==> src/rtl/nmc_pkg.sv <==
// ----------------------------------------------------------------------------
// nmc_pkg
// Shared types and codes for the neighbourhood mask combiner.
// ----------------------------------------------------------------------------
`timescale 1ns / 1ps
`default_nettype none

package nmc_pkg;

	// request item codes
	localparam logic FUNC_PIXEL = 1'b0;
	localparam logic FUNC_FLUSH = 1'b1;

	// configuration register indexes
	localparam logic [1:0] REG_THRESHOLD    = 2'd0;
	localparam logic [1:0] REG_FRAME_WIDTH  = 2'd1;
	localparam logic [1:0] REG_FRAME_HEIGHT = 2'd2;

	localparam int CFG_DATA_W = 16;

	localparam logic [7:0] MASK_SET   = 8'hFF;
	localparam logic [7:0] MASK_CLEAR = 8'h00;

	localparam logic [15:0] MIN_HEIGHT   = 16'd3;
	localparam logic [15:0] RESET_HEIGHT = 16'd1080;
	localparam int          RESET_WIDTH  = 2048;

	localparam int QUEUE_DEPTH = 4;

	typedef struct packed {
		logic       func;
		logic [7:0] strong_value;
		logic [7:0] weak_value;
	} nmc_item_t;

	typedef struct packed {
		logic [7:0] mask_out;
		logic       row_end;
		logic       frame_end;
	} nmc_result_t;

	// one line memory entry
	typedef struct packed {
		logic [7:0] weak_mask;
		logic [7:0] centre;
		logic [7:0] above;
	} nmc_line_t;

	// classified request handed from front to back
	typedef struct packed {
		logic       flush;
		logic       emit;
		logic       last;
		logic       at_edge;
		logic [7:0] strong_mask;
		logic [7:0] a_above;
		logic [7:0] a_centre;
		logic [7:0] a_weak;
		logic [7:0] b_above;
		logic [7:0] b_centre;
	} nmc_cmd_t;

endpackage

`default_nettype wire

==> src/rtl/nmc_back.sv <==
// ----------------------------------------------------------------------------
// nmc_back
// Keeps the 3x3 window column sums, makes the mask decisions and drives
// the result register.
// ----------------------------------------------------------------------------
`timescale 1ns / 1ps
`default_nettype none

module nmc_back (
	input  wire logic                 clk,
	input  wire logic                 arst_n,
	input  wire logic [7:0]           threshold,
	input  wire logic                 pop_valid,
	output      logic                 pop_ready,
	input  wire nmc_pkg::nmc_cmd_t    pop_cmd,
	output      logic                 result_valid,
	input  wire logic                 result_ready,
	output      nmc_pkg::nmc_result_t result
);

	import nmc_pkg::*;

	function automatic logic decide(
		input logic [9:0] sl,
		input logic [9:0] sm,
		input logic [9:0] sr,
		input logic       strong_set,
		input logic [7:0] weak_byte,
		input logic [7:0] thr
	);
		logic [11:0] total;
		logic [7:0]  sat;
		total = 12'(sl) + 12'(sm) + 12'(sr);
		sat   = (total > 12'd255) ? 8'hFF : total[7:0];
		return strong_set || ((weak_byte != 8'd0) && (sat >= thr));
	endfunction

	logic [9:0]  sum_prev_q;
	logic [9:0]  sum_cur_q;
	logic        strong_cur_q;
	logic [7:0]  weak_hold_q;

	logic        out_valid_q;
	nmc_result_t out_q;
	logic        pend_valid_q;
	nmc_result_t pend_q;

	logic        out_free;
	logic        do_pop;
	logic [1:0]  cmd_results;
	logic [7:0]  below;
	logic [9:0]  col_a_sum;
	logic [9:0]  col_b_sum;
	logic [9:0]  dec_a_left;
	logic [9:0]  dec_b_left;
	logic [9:0]  dec_b_right;
	logic        pass_a;
	logic        pass_b;
	nmc_result_t first_res;
	nmc_result_t second_res;

	// a waiting second result still lets requests with one result or none through
	assign cmd_results = pop_cmd.flush ? 2'd1 : !pop_cmd.emit ? 2'd0 :
		pop_cmd.last ? 2'd2 : 2'd1;
	assign out_free  = !out_valid_q || result_ready;
	assign pop_ready = out_free && (!pend_valid_q || (cmd_results != 2'd2));
	assign do_pop    = pop_valid && pop_ready;

	// flush columns mirror the row above below the centre
	assign below     = pop_cmd.flush ? pop_cmd.a_above : pop_cmd.strong_mask;
	assign col_a_sum = 10'(pop_cmd.a_above) + 10'(pop_cmd.a_centre) + 10'(below);
	assign col_b_sum = 10'({pop_cmd.b_above, 1'b0}) + 10'(pop_cmd.b_centre);

	// pixel result for the column before last
	assign dec_a_left = pop_cmd.at_edge ? col_a_sum : sum_prev_q;
	assign pass_a     = decide(dec_a_left, sum_cur_q, col_a_sum, strong_cur_q,
		weak_hold_q, threshold);

	// row end result or flush result, both centred on the read column
	assign dec_b_left  = (pop_cmd.flush && pop_cmd.at_edge) ? col_b_sum : sum_cur_q;
	assign dec_b_right = pop_cmd.flush ? col_b_sum : sum_cur_q;
	assign pass_b      = decide(dec_b_left, col_a_sum, dec_b_right,
		pop_cmd.a_centre != 8'd0, pop_cmd.a_weak, threshold);

	always_comb begin
		first_res.mask_out  = (pop_cmd.flush ? pass_b : pass_a) ? MASK_SET : MASK_CLEAR;
		first_res.row_end   = pop_cmd.flush && pop_cmd.last;
		first_res.frame_end = pop_cmd.flush && pop_cmd.last;
		second_res.mask_out  = pass_b ? MASK_SET : MASK_CLEAR;
		second_res.row_end   = 1'b1;
		second_res.frame_end = 1'b0;
	end

	always_ff @(posedge clk or negedge arst_n) begin
		if (!arst_n) begin
			sum_prev_q   <= '0;
			sum_cur_q    <= '0;
			strong_cur_q <= 1'b0;
			weak_hold_q  <= '0;
		end else if (do_pop) begin
			if (!pop_cmd.flush) begin
				sum_prev_q   <= sum_cur_q;
				sum_cur_q    <= col_a_sum;
				strong_cur_q <= (pop_cmd.a_centre != 8'd0);
				weak_hold_q  <= pop_cmd.a_weak;
			end else if (pop_cmd.last) begin
				sum_prev_q   <= '0;
				sum_cur_q    <= '0;
				strong_cur_q <= 1'b0;
				weak_hold_q  <= '0;
			end else begin
				sum_cur_q <= col_a_sum;
			end
		end
	end

	always_ff @(posedge clk or negedge arst_n) begin
		if (!arst_n) begin
			out_valid_q  <= 1'b0;
			pend_valid_q <= 1'b0;
		end else if (out_free) begin
			if (pend_valid_q) begin
				out_valid_q  <= 1'b1;
				pend_valid_q <= do_pop && (cmd_results != 2'd0);
			end else if (do_pop) begin
				out_valid_q  <= (cmd_results != 2'd0);
				pend_valid_q <= (cmd_results == 2'd2);
			end else begin
				out_valid_q <= 1'b0;
			end
		end
	end

	always_ff @(posedge clk) begin
		if (out_free) begin
			if (pend_valid_q) begin
				out_q <= pend_q;
				if (do_pop) begin
					pend_q <= first_res;
				end
			end else if (do_pop) begin
				out_q  <= first_res;
				pend_q <= second_res;
			end
		end
	end

	assign result_valid = out_valid_q;
	assign result       = out_q;

endmodule

`default_nettype wire

==> config.mk <==
export PLATFORM = sky130hd
export DESIGN_NAME = nmc_back
export DESIGN_NICKNAME = d
export VERILOG_FILES = /design/src/rtl/nmc_pkg.sv /design/src/rtl/nmc_back.sv
export SDC_FILE = /design/constraint.sdc
export NUM_CORES = 1
export LEC_CHECK = 0
export BUFFER_PORTS_ARGS = -buffer_cell sky130_fd_sc_hd__buf_2
export CORE_MARGIN = 2
export CORE_UTILIZATION = 46
export CTS_BUF_LIST = sky130_fd_sc_hd__clkbuf_8
export DETAILED_ROUTE_END_ITERATION = 6
export GPL_TIMING_DRIVEN = 0
export PLACE_DENSITY = 0.68
export RECOVER_POWER = 25
export SKIP_LAST_GASP = 1
export SLEW_MARGIN = 25
export SYNTH_ARGS = -nofsm -noshare
export SYNTH_HDL_FRONTEND = slang
export SYNTH_SLANG_ARGS = --single-unit
==> constraint.sdc <==
create_clock -name clk -period 7.5 [get_ports clk]
set_input_delay 1.125 -clock clk [delete_from_list [all_inputs] [get_ports clk]]
set_output_delay 1.125 -clock clk [all_outputs]
set_load 0.05 [all_outputs]
=== After elaboration in Yosys (flattened, before gate mapping) ===
Cells that the tools add are included.
Widths: inputs -> output; s select.

* Flip-flop bits (word level): 51
* Bits of input ports: 64
* Output and inout bits: 12
* Word-level logic and storage cells: 75

* Add/sub/neg operators: 7
* Magnitude comparators: 4
* Equal/unequal tests: 3
* Muxes and demuxes: 28
* Reduce and logical (&&, ||, !) cells: 21

{| class="wikitable"
|+ Operators by type and width
! operator !! count
|-
| $mux 10 || 11
|-
| $mux 8 || 7
|-
| $add 11x10->12 || 2
|-
| $gt 12x8->1 const B || 2
|-
| $reduce_bool 8->1 || 3
|-
| $add 10x10->11 || 2
|-
| $add 9x8->10 || 2
|-
| $ge 8x8->1 || 2
|-
| $add 8x8->9 || 1
|-
| $logic_and 1x1->1 || 7
|-
| $mux 1 || 7
|-
| $mux 2 || 3
|-
| $reduce_and 2->1 || 3
|-
| $logic_or 1x1->1 || 4
|-
| $ne 2x2->1 const B || 2
|-
| $reduce_bool 2->1 || 2
|-
| $eq 2x2->1 const B || 1
|-
| $logic_not 1->1 || 2
|}

=== Logic depth before layout (Yosys ltp) ===
Gate-level depths: netlist of run 1.

* Word-level depth: 14
* Mapped depth: 29
* Depth with buffers taken out: 27

=== Worst setup path before layout of run 1 ===
OpenSTA, ideal clock, no wires.

* Path type: input to register
* Start point: in pop_cmd[51] (netlist bit)
* End point: reg out_q (netlist bit result[8]), data pin
* Library setup time: 0.276 ns
* Arrival time: 6.773 ns
* Required time: 7.224 ns
* Slack: 0.450 ns
* Stages on the path: 27
* Path buffers: 2
* Path through: buf_2 buf_1 mux2_2 fa_1 ha_1 and3_1 a221o_1 nand2b_4 a31oi_4 xor2_4 mux2_2 fa_1 inv_1 ha_1 nor2_1 nand2_1 a2111oi_0 mux2i_1 a21oi_2 and2_1 ha_1 nand2b_1 a21o_1 a211oi_1 nor3_1 o21ai_0 a221oi_1

* Word-level cells in the longest chain between the ends: 14
* Elaborated cells on any way between the ends: 24
* Those cells by class: add/sub (5); order compare (4); mux (10); reduce/logical (5)

{| class="wikitable"
|+ Ends and longest elaborated chain
! item !! line !! text
|-
| start, declared || nmc_back.sv:15 || <nowiki>input wire nmc_pkg::nmc_cmd_t pop_cmd,</nowiki>
|-
| $mux 8 || nmc_back.sv:70 || <nowiki>assign below = pop_cmd.flush ? pop_cmd.a_above : pop_cmd.strong_mask;</nowiki>
|-
| $add 9x8->10 || nmc_back.sv:71 || <nowiki>assign col_a_sum = 10'(pop_cmd.a_above) + 10'(pop_cmd.a_centre) + 10'(below);</nowiki>
|-
| $mux 10 || nmc_back.sv:75 || <nowiki>assign dec_a_left = pop_cmd.at_edge ? col_a_sum : sum_prev_q;</nowiki>
|-
| $add 10x10->11 || nmc_back.sv:33 || <nowiki>total = 12'(sl) + 12'(sm) + 12'(sr);</nowiki>
|-
| $add 11x10->12 || nmc_back.sv:33 ||
|-
| $gt 12x8->1 || nmc_back.sv:34 || <nowiki>sat = (total > 12'd255) ? 8'hFF : total[7:0];</nowiki>
|-
| $mux 8 || nmc_back.sv:34 ||
|-
| $ge 8x8->1 || nmc_back.sv:35 || <nowiki>return strong_set || ((weak_byte != 8'd0) && (sat >= thr));</nowiki>
|-
| $logic_and 1x1->1 || nmc_back.sv:35 ||
|-
| $logic_or 1x1->1 || nmc_back.sv:35 ||
|-
| $mux 1 (*) || nmc_back.sv:86 || <nowiki>first_res.mask_out = (pop_cmd.flush ? pass_b : pass_a) ? MASK_SET : MASK_CLEAR;</nowiki>
|-
| $mux 8 (*) || nmc_back.sv:86 ||
|-
| $mux 10 (*) || nmc_back.sv:141 || <nowiki>end else if (do_pop) begin</nowiki>
|-
| $mux 10 (*) || nmc_back.sv:136 || <nowiki>if (pend_valid_q) begin</nowiki>
|-
| end signal, assigned || nmc_back.sv:137 || <nowiki>out_q <= pend_q;</nowiki>
|-
| end signal, assigned || nmc_back.sv:142 || <nowiki>out_q <= first_res;</nowiki>
|-
| end, declared || nmc_back.sv:44 || <nowiki>nmc_result_t out_q;</nowiki>
|}

Every way passes the cells marked *; elsewhere a longest branch is shown, timed or not. The select of a mux whose other input is x is not followed.
A chain may end at the register's enable or synchronous reset.

=== Worst setup path after layout of run 1 ===
Ends and elaborated chain as after synthesis.

==> results of run 1 <==
## cells by family after synthesis
family | Yosys count
buffers and inverters | 72
adders and majority gates | 80
muxes | 30
AOI/OAI and AO/OA | 120
xor gates and xnor gates | 18
DFF | 37
and+or+nand+nor | 103
## stage by stage
| stage | hold slack, ps | instance area [µm²] | cells | TNS, ps | power [mW] |
|---|---|---|---|---|---|
| floorplan | 462.1 | 4330 | 460 | 0 | 1.467 |
| global placement | 479.1 | 4840 | 645 | -923.9 | 1.773 |
| detailed placement | 481.9 | 4840 | 645 | -1577 | 1.829 |
| CTS | 508.5 | 4994 | 653 | 0 | 2.068 |
| global route | 535.0 | 5040 | 654 | 0 | 2.332 |
| finish | 503.8 | 5040 | 654 | 0 | 2.100 |
## power breakdown
| part | leakage [nW] | total, mW | internal (mW) | switching [mW] |
|---|---|---|---|---|
| sequential | 0.451 | 0.288 | 0.249 | 0.0388 |
| clock | 0.0687 | 0.215 | 0.134 | 0.0811 |
| combinational | 1.93 | 1.60 | 0.710 | 0.887 |
## layout by cell type, fill, tap and decap left out, types with 8 or more instances in the layout
master,n
buf_2,77
inv_1,53
ha_1,51
o21ai_0,31
dfrtp_1,31
fa_1,29
nand2_1,28
nor2_1,22
a22o_1,20
a21oi_1,16
mux2_2,15
mux2i_1,15
xnor2_1,13
nand2b_1,11
buf_4,9
nor3_1,8
## area by class of cell
| type | instances | area [µm²] | share of cell area (%) |
|---|---|---|---|
| buffer | 17 | 102.6 | 2.036 |
| clock inverter | 3 | 68.82 | 1.365 |
| clock buffer | 5 | 68.82 | 1.365 |
| sequential | 37 | 955.9 | 18.97 |
| tap | 111 | 138.9 | 2.756 |
| multi-input combinational | 351 | 3122 | 61.94 |
| timing repair buffer | 75 | 376.6 | 7.473 |
| inverter | 55 | 206.4 | 4.096 |
## registers in the layout, summed over array words and instances, names as in the netlist
register / count
strong_cur_q: 1
pend_q: 3
result_valid: 1
weak_hold_q: 8
pend_valid_q: 1
sum_cur_q: 10
sum_prev_q: 10
result: 3
## worst min-delay path by stage
stage	from	endpoint
final	weak_hold_q[4]$_DFFE_PN0P_	weak_hold_q[4]$_DFFE_PN0P_
after global routing	weak_hold_q[1]$_DFFE_PN0P_	weak_hold_q[1]$_DFFE_PN0P_
after CTS	sum_prev_q[4]$_DFFE_PN0P_	sum_prev_q[4]$_DFFE_PN0P_
after detailed placement	sum_prev_q[6]$_DFFE_PN0P_	sum_prev_q[6]$_DFFE_PN0P_
after global placement	sum_prev_q[6]$_DFFE_PN0P_	sum_prev_q[6]$_DFFE_PN0P_
after floorplan	sum_prev_q[6]$_DFFE_PN0P_	sum_prev_q[6]$_DFFE_PN0P_
## worst max-delay path, cell delays in order
cell	delay [ps]
buf_2	190
clkbuf_4	280
mux2_2	370
fa_1	360
ha_1	230
fa_1	410
a21o_1	210
a21oi_2	220
o21ai_0	180
nand2_1	210
xor2_4	230
a21oi_1	120
fa_1	470
ha_1	360
a2111oi_1	420
mux2i_1	160
a21oi_2	160
buf_4	170
and2_1	140
ha_1	220
nand2b_1	140
a21o_1	170
a211oi_1	240
nor3_1	80
o21ai_1	260
a221oi_1	140
## per-layer routing
metal / up-vias / wire (µm) / track usage [%]
li1: 1779 / - / -
met1: 1769 / 4641 / 28.48
met2: 71 / 5220 / 37.38
met3: 12 / 431 / 2.635
met4: 0 / 159 / 5.509
met5: - / 0 / 0
## what timing repair did
action                                  4_1_cts  5_1_grt
hold buffers                                  0        0
endpoints found under the hold margin         0        0
pin swaps                                     0        0
endpoints found under the setup margin        2        2
gates resized for setup                       5        9
buffers inserted                              0        1
==> results by group, run 1 <==
Routing
  – Via count: 3,631
  – Vias/cell: 5.552
  – Pre-Repair DR Iteration Count: 4
  – Drt first-iter violations: 110
  – Antenna viol nets, final: 0
  – DRC errors left: 0
  – Routed WL per cell: 15.98 µm
  – Routed WL: 10.45 mm

Global routing
  – Largest net degree at the start of global routing: 32
  – Total grt overflow: 0
  – First-pass GRT wire length: 17.35 mm
  – Overall Global Routing Usage: 21.51%
  – Vias in the first global route: 3,652
  – Antenna violations before repair: 0

STA
  – Final Hold Viols: 0
  – Pins over their slew limit: 32
  – Final Cycle Share: 96.77%
  – RSZ-0062 raised after global routing: false
  – Worst Skew: 8.251 ps
  – Worst slew pin tran: 1785 ps
  – Slew HR: -19.01%
  – FMAX: 0.1378 GHz
  – Final min period: 7258 ps
  – Final worst setup slack: 242.2 ps
  – Setup violators final: 0

Synth
  – Synth cell count leaders: inv_1, ha_1, o21ai_0, dfrtp_1, fa_1
  – Asr flop ratio synth: 83.78%
  – Synth Area in Simple Gates: 12.14%
  – Top cells by area, synth: dfrtp_1, ha_1, fa_1
  – Compound-Gate Fraction of Synth Area: 19.24%
  – Xor/xnor share of the synthesized area: 4.074%
  – Post-Syn Instances: 460
  – Main synth FF type: dfrtp_1
  – Count leader, synth: inv_1
  – Combinational family with the most area after synthesis: adder cells
  – Yosys reg bits: 37
  – Syn Area/Cell: 9.414 µm²
  – Post-synth top area cell: dfrtp_1
  – Register area share after synthesis: 22.07%
  – Post-Synth Adder-Cell Area: 28.14%
  – Synth Warn #: 0
  – Mux cell area share after synthesis: 7.368%
  – Yosys top cell area share: 17.91%
  – Mapped Area: 0.004330 mm²
  – Distinct cells, synth: 60
  – Synthesized net count: 604
  – EDFF count, synth: 6

Critical path
  – Setup crit start kind: input pin
  – Reg2reg path depth: 18
  – R2r endpoint: result[8]$_DFFE_PP_
  – Worst r2r src: sum_cur_q[1]$_DFFE_PN0P_
  – Nature of the critical path endpoint: flop
  – Crit path from: pop_cmd[51]
  – CP required: 7530 ps
  – Setup Crit Path Kind: in -> reg
  – Setup slack, reg-to-reg: 2810 ps
  – Arrival time at the worst endpoint: 7290 ps
  – CP endpoint: result[8]$_DFFE_PP_
  – Max Fanout on Critical Path: 10

Finish
  – Fin util: 54.80%
  – Nets: 686
  – Share of cells above drive strength 1: 24.13%
  – Ant. Diodes: 0
  – Area grow syn2layout: 16.38%
  – Filler cell count: 849

Floorplan
  – I/O Pins: 76
  – Die height: 101.0 µm
  – Die width: 101.0 µm
  – Area of the core: 0.009196 mm²
  – Std-Cell Rows: 35
  – Initial core utilization: 47.09%
  – Die ar.: 0.01021 mm²

CTS
  – CTS tree: built
  – H-tree depth: 2
  – TritonCTS Buffers: 5
  – Clock root cell: clkbuf_8
  – Clock Sinks: 37
  – Max clock buf depth: 2
  – Clock Latency Late Sink: 300 ps
  – Clock-pin slew on the worst setup and hold paths: 90 ps

Outcome
  – Status: complete, but fails checks
  – Failing checks: capacitance limit, slew limit

Flow run
  – Number of max-cap violations: 1

Power and ir drop
  – VDD IR-drop max: 0.0001574 V
  – PwrDens: 416.6 mW/mm²
  – Lkg Pwr: 2.447 nW

Min path
  – Hold depth: 1
  – Worst min path class: reg -> reg

Placement
  – DP Wirelength: 8.598 mm
  – Setup Slack @ Placement: -794.2 ps
  – PortBufs: 74
  – Routability congestion estimate: 0.8292
(Power assumes the default switching activity.)
==> run 2, diff against run 1 <==
PLACE_DENSITY = 0.75   (was 0.68)
==> results by group, run 2 (same netlist as run 1, synthesis figures left out) <==
Routing
  – Pre-Repair DR Iteration Count: 4
  – Via count: 3,650
  – Antenna viol nets, final: 0
  – Routed WL per cell: 15.56 µm
  – Drt first-iter violations: 138
  – Vias/cell: 5.581
  – Routed WL: 10.18 mm
  – DRC errors left: 0

Critical path
  – Worst path most repeated cell: ha_1
  – Setup crit start kind: input pin
  – Critical path's largest stage delay: 480 ps
  – CP required: 7520 ps
  – Arrival time at the worst endpoint: 7100 ps
  – Setup Crit Path Kind: in -> reg
  – CP Buf/Inv Count: 4
  – Max Fanout on Critical Path: 10
  – Nature of the critical path endpoint: flop
  – Critical path's slowest cell: fa_1
  – Kind of cell adding the most delay to the critical path: compound AO/OA/AOI/OAI gates

STA
  – Slew HR: -16.87%
  – Final Hold Viols: 0
  – Worst slew pin tran: 1753 ps
  – Pins over their slew limit: 32
  – FMAX: 0.1412 GHz
  – Final min period: 7083 ps
  – Final Cycle Share: 94.44%
  – Worst Skew: 8.483 ps
  – RSZ-0062 raised after global routing: false
  – Setup violators final: 0
  – Total Neg Setup Slack: 0 ps

Placement
  – DP Wirelength: 8.448 mm
  – Routability congestion estimate: 0.8699
  – PortBufs: 74

CTS
  – H-tree depth: 2
  – Hold buffers post-CTS: 0
  – TritonCTS Buffers: 5
  – Clock Latency Late Sink: 300 ps
  – Max clock buf depth: 2
  – CTS tree: built
  – Clock-pin slew on the worst setup and hold paths: 80 ps
  – Clock Sinks: 37
  – Clock root cell: clkbuf_8

Global routing
  – Total grt overflow: 0
  – First-pass GRT wire length: 16.44 mm
  – Largest net degree at the start of global routing: 32
  – Overall Global Routing Usage: 20.45%
  – Vias in the first global route: 3,609
  – Antenna violations before repair: 0

Power and ir drop
  – Lkg Pwr: 2.432 nW
  – PwrDens: 409.4 mW/mm²
  – Overall Power: 2.055 mW
  – VDD IR-drop max: 0.0001896 V
  – Clock share of power: 8.6%
  – Logic pwr share: 77.3%
  – Int Pwr: 1.059 mW
  – Sw Pwr: 996.7 µW
  – Sequential share of power: 14.1%
  – Switching Share: 48.49%

Floorplan
  – Std-Cell Rows: 35
  – Die ar.: 0.01021 mm²
  – Die height: 101.0 µm
  – Die width: 101.0 µm
  – Initial core utilization: 47.09%
  – I/O Pins: 76
  – Area of the core: 0.009196 mm²

Flow run
  – Number of max-cap violations: 1

Finish
  – Share of cells above drive strength 1: 23.94%
  – Most common cell after layout, fill and taps aside: buf_2
  – Biggest regs: sum_cur_q (10), sum_prev_q (10), weak_hold_q (8)
  – Most frequent cells in the layout: buf_2, inv_1, ha_1
  – Nets: 686
  – Area grow syn2layout: 15.92%
  – Ant. Diodes: 0

Outcome
  – Failing checks: capacitance limit, slew limit
  – Status: complete, but fails checks

Min path
  – Worst min path class: reg -> reg
[run 2: worst reg2reg max path, delay by kind of cell, from the launching register on]
family,cells,cell delay [ps]
AO/OA/AOI/OAI,10,1870
flip-flops,1,400
adder cells (fa/ha/maj),4,1320
buffers and inverters,1,70
multiplexers,1,280
AND/OR/NAND/NOR,2,380
[run 2: layout make-up]
type                    instances  area (µm²)
plain buffers                  17       110.1
clock buffers                   5       68.82
clock inverters                 3       41.29
fillers                       870        4177
inverters                      55       206.4
multi-input cells             351        3122
flip-flops and latches         37       955.9
well taps                     111       138.9
repair buffers                 75       376.6
[run 2: layer usage]
layer / vias up / global-route usage [%] / share of wire [%]
met4: 0 / 3.950 / 0.51
met1: 1794 / 25.68 / 45
met5: - / 0 / 0
met3: 4 / 2.635 / 2.8
met2: 64 / 37.69 / 52
li1: 1788 / - / -
[run 2: final timing paths]
kind | start | endpoint | slack (ps) | depth (start not counted)
max | pop_cmd[51] | result[8]$_DFFE_PP_ | 420 | 28
min | sum_prev_q[6]$_DFFE_PN0P_ | sum_prev_q[6]$_DFFE_PN0P_ | 510 | 1
max reg2reg | sum_cur_q[1]$_DFFE_PN0P_ | result[8]$_DFFE_PP_ | 2900 | 18
min reg2reg | sum_prev_q[6]$_DFFE_PN0P_ | sum_prev_q[6]$_DFFE_PN0P_ | 510 | 1
max in group asynchronous | arst_n | sum_cur_q[1]$_DFFE_PN0P_ | 5210 | 1
min in group asynchronous | arst_n | sum_prev_q[3]$_DFFE_PN0P_ | 1280 | 1
[run 2: power groups by stage]
stage	Combinational [mW]	Clock (mW)	Sequential (mW)
after floorplan	1.18	0	0.290
after global placement	1.47	0	0.289
after global routing	1.77	0.186	0.294
after CTS	1.54	0.177	0.288
after detailed placement	1.52	0	0.292
final	1.59	0.177	0.289
[run 2: through the flow]
step / instances / utilization, % / setup slack, ps / hold WS (ps) / area (µm²)
3_5_place_dp: 645 / 52.63 / -618.6 / 486.0 / 4840
4_1_cts: 653 / 53.93 / 68.87 / 510.0 / 4960
5_1_grt: 654 / 54.58 / 29.68 / 522.3 / 5020
2_1_floorplan: 460 / - / 450.3 / 462.1 / 4330
6_report: 654 / 54.58 / 417.3 / 508.1 / 5020
3_3_place_gp: 645 / 52.63 / -431.9 / 479.2 / 4840
[run 2: repair_timing]
action,4_1_cts,5_1_grt
buffers inserted,0,1
resized for setup,3,14
setup endpoints to repair,2,2
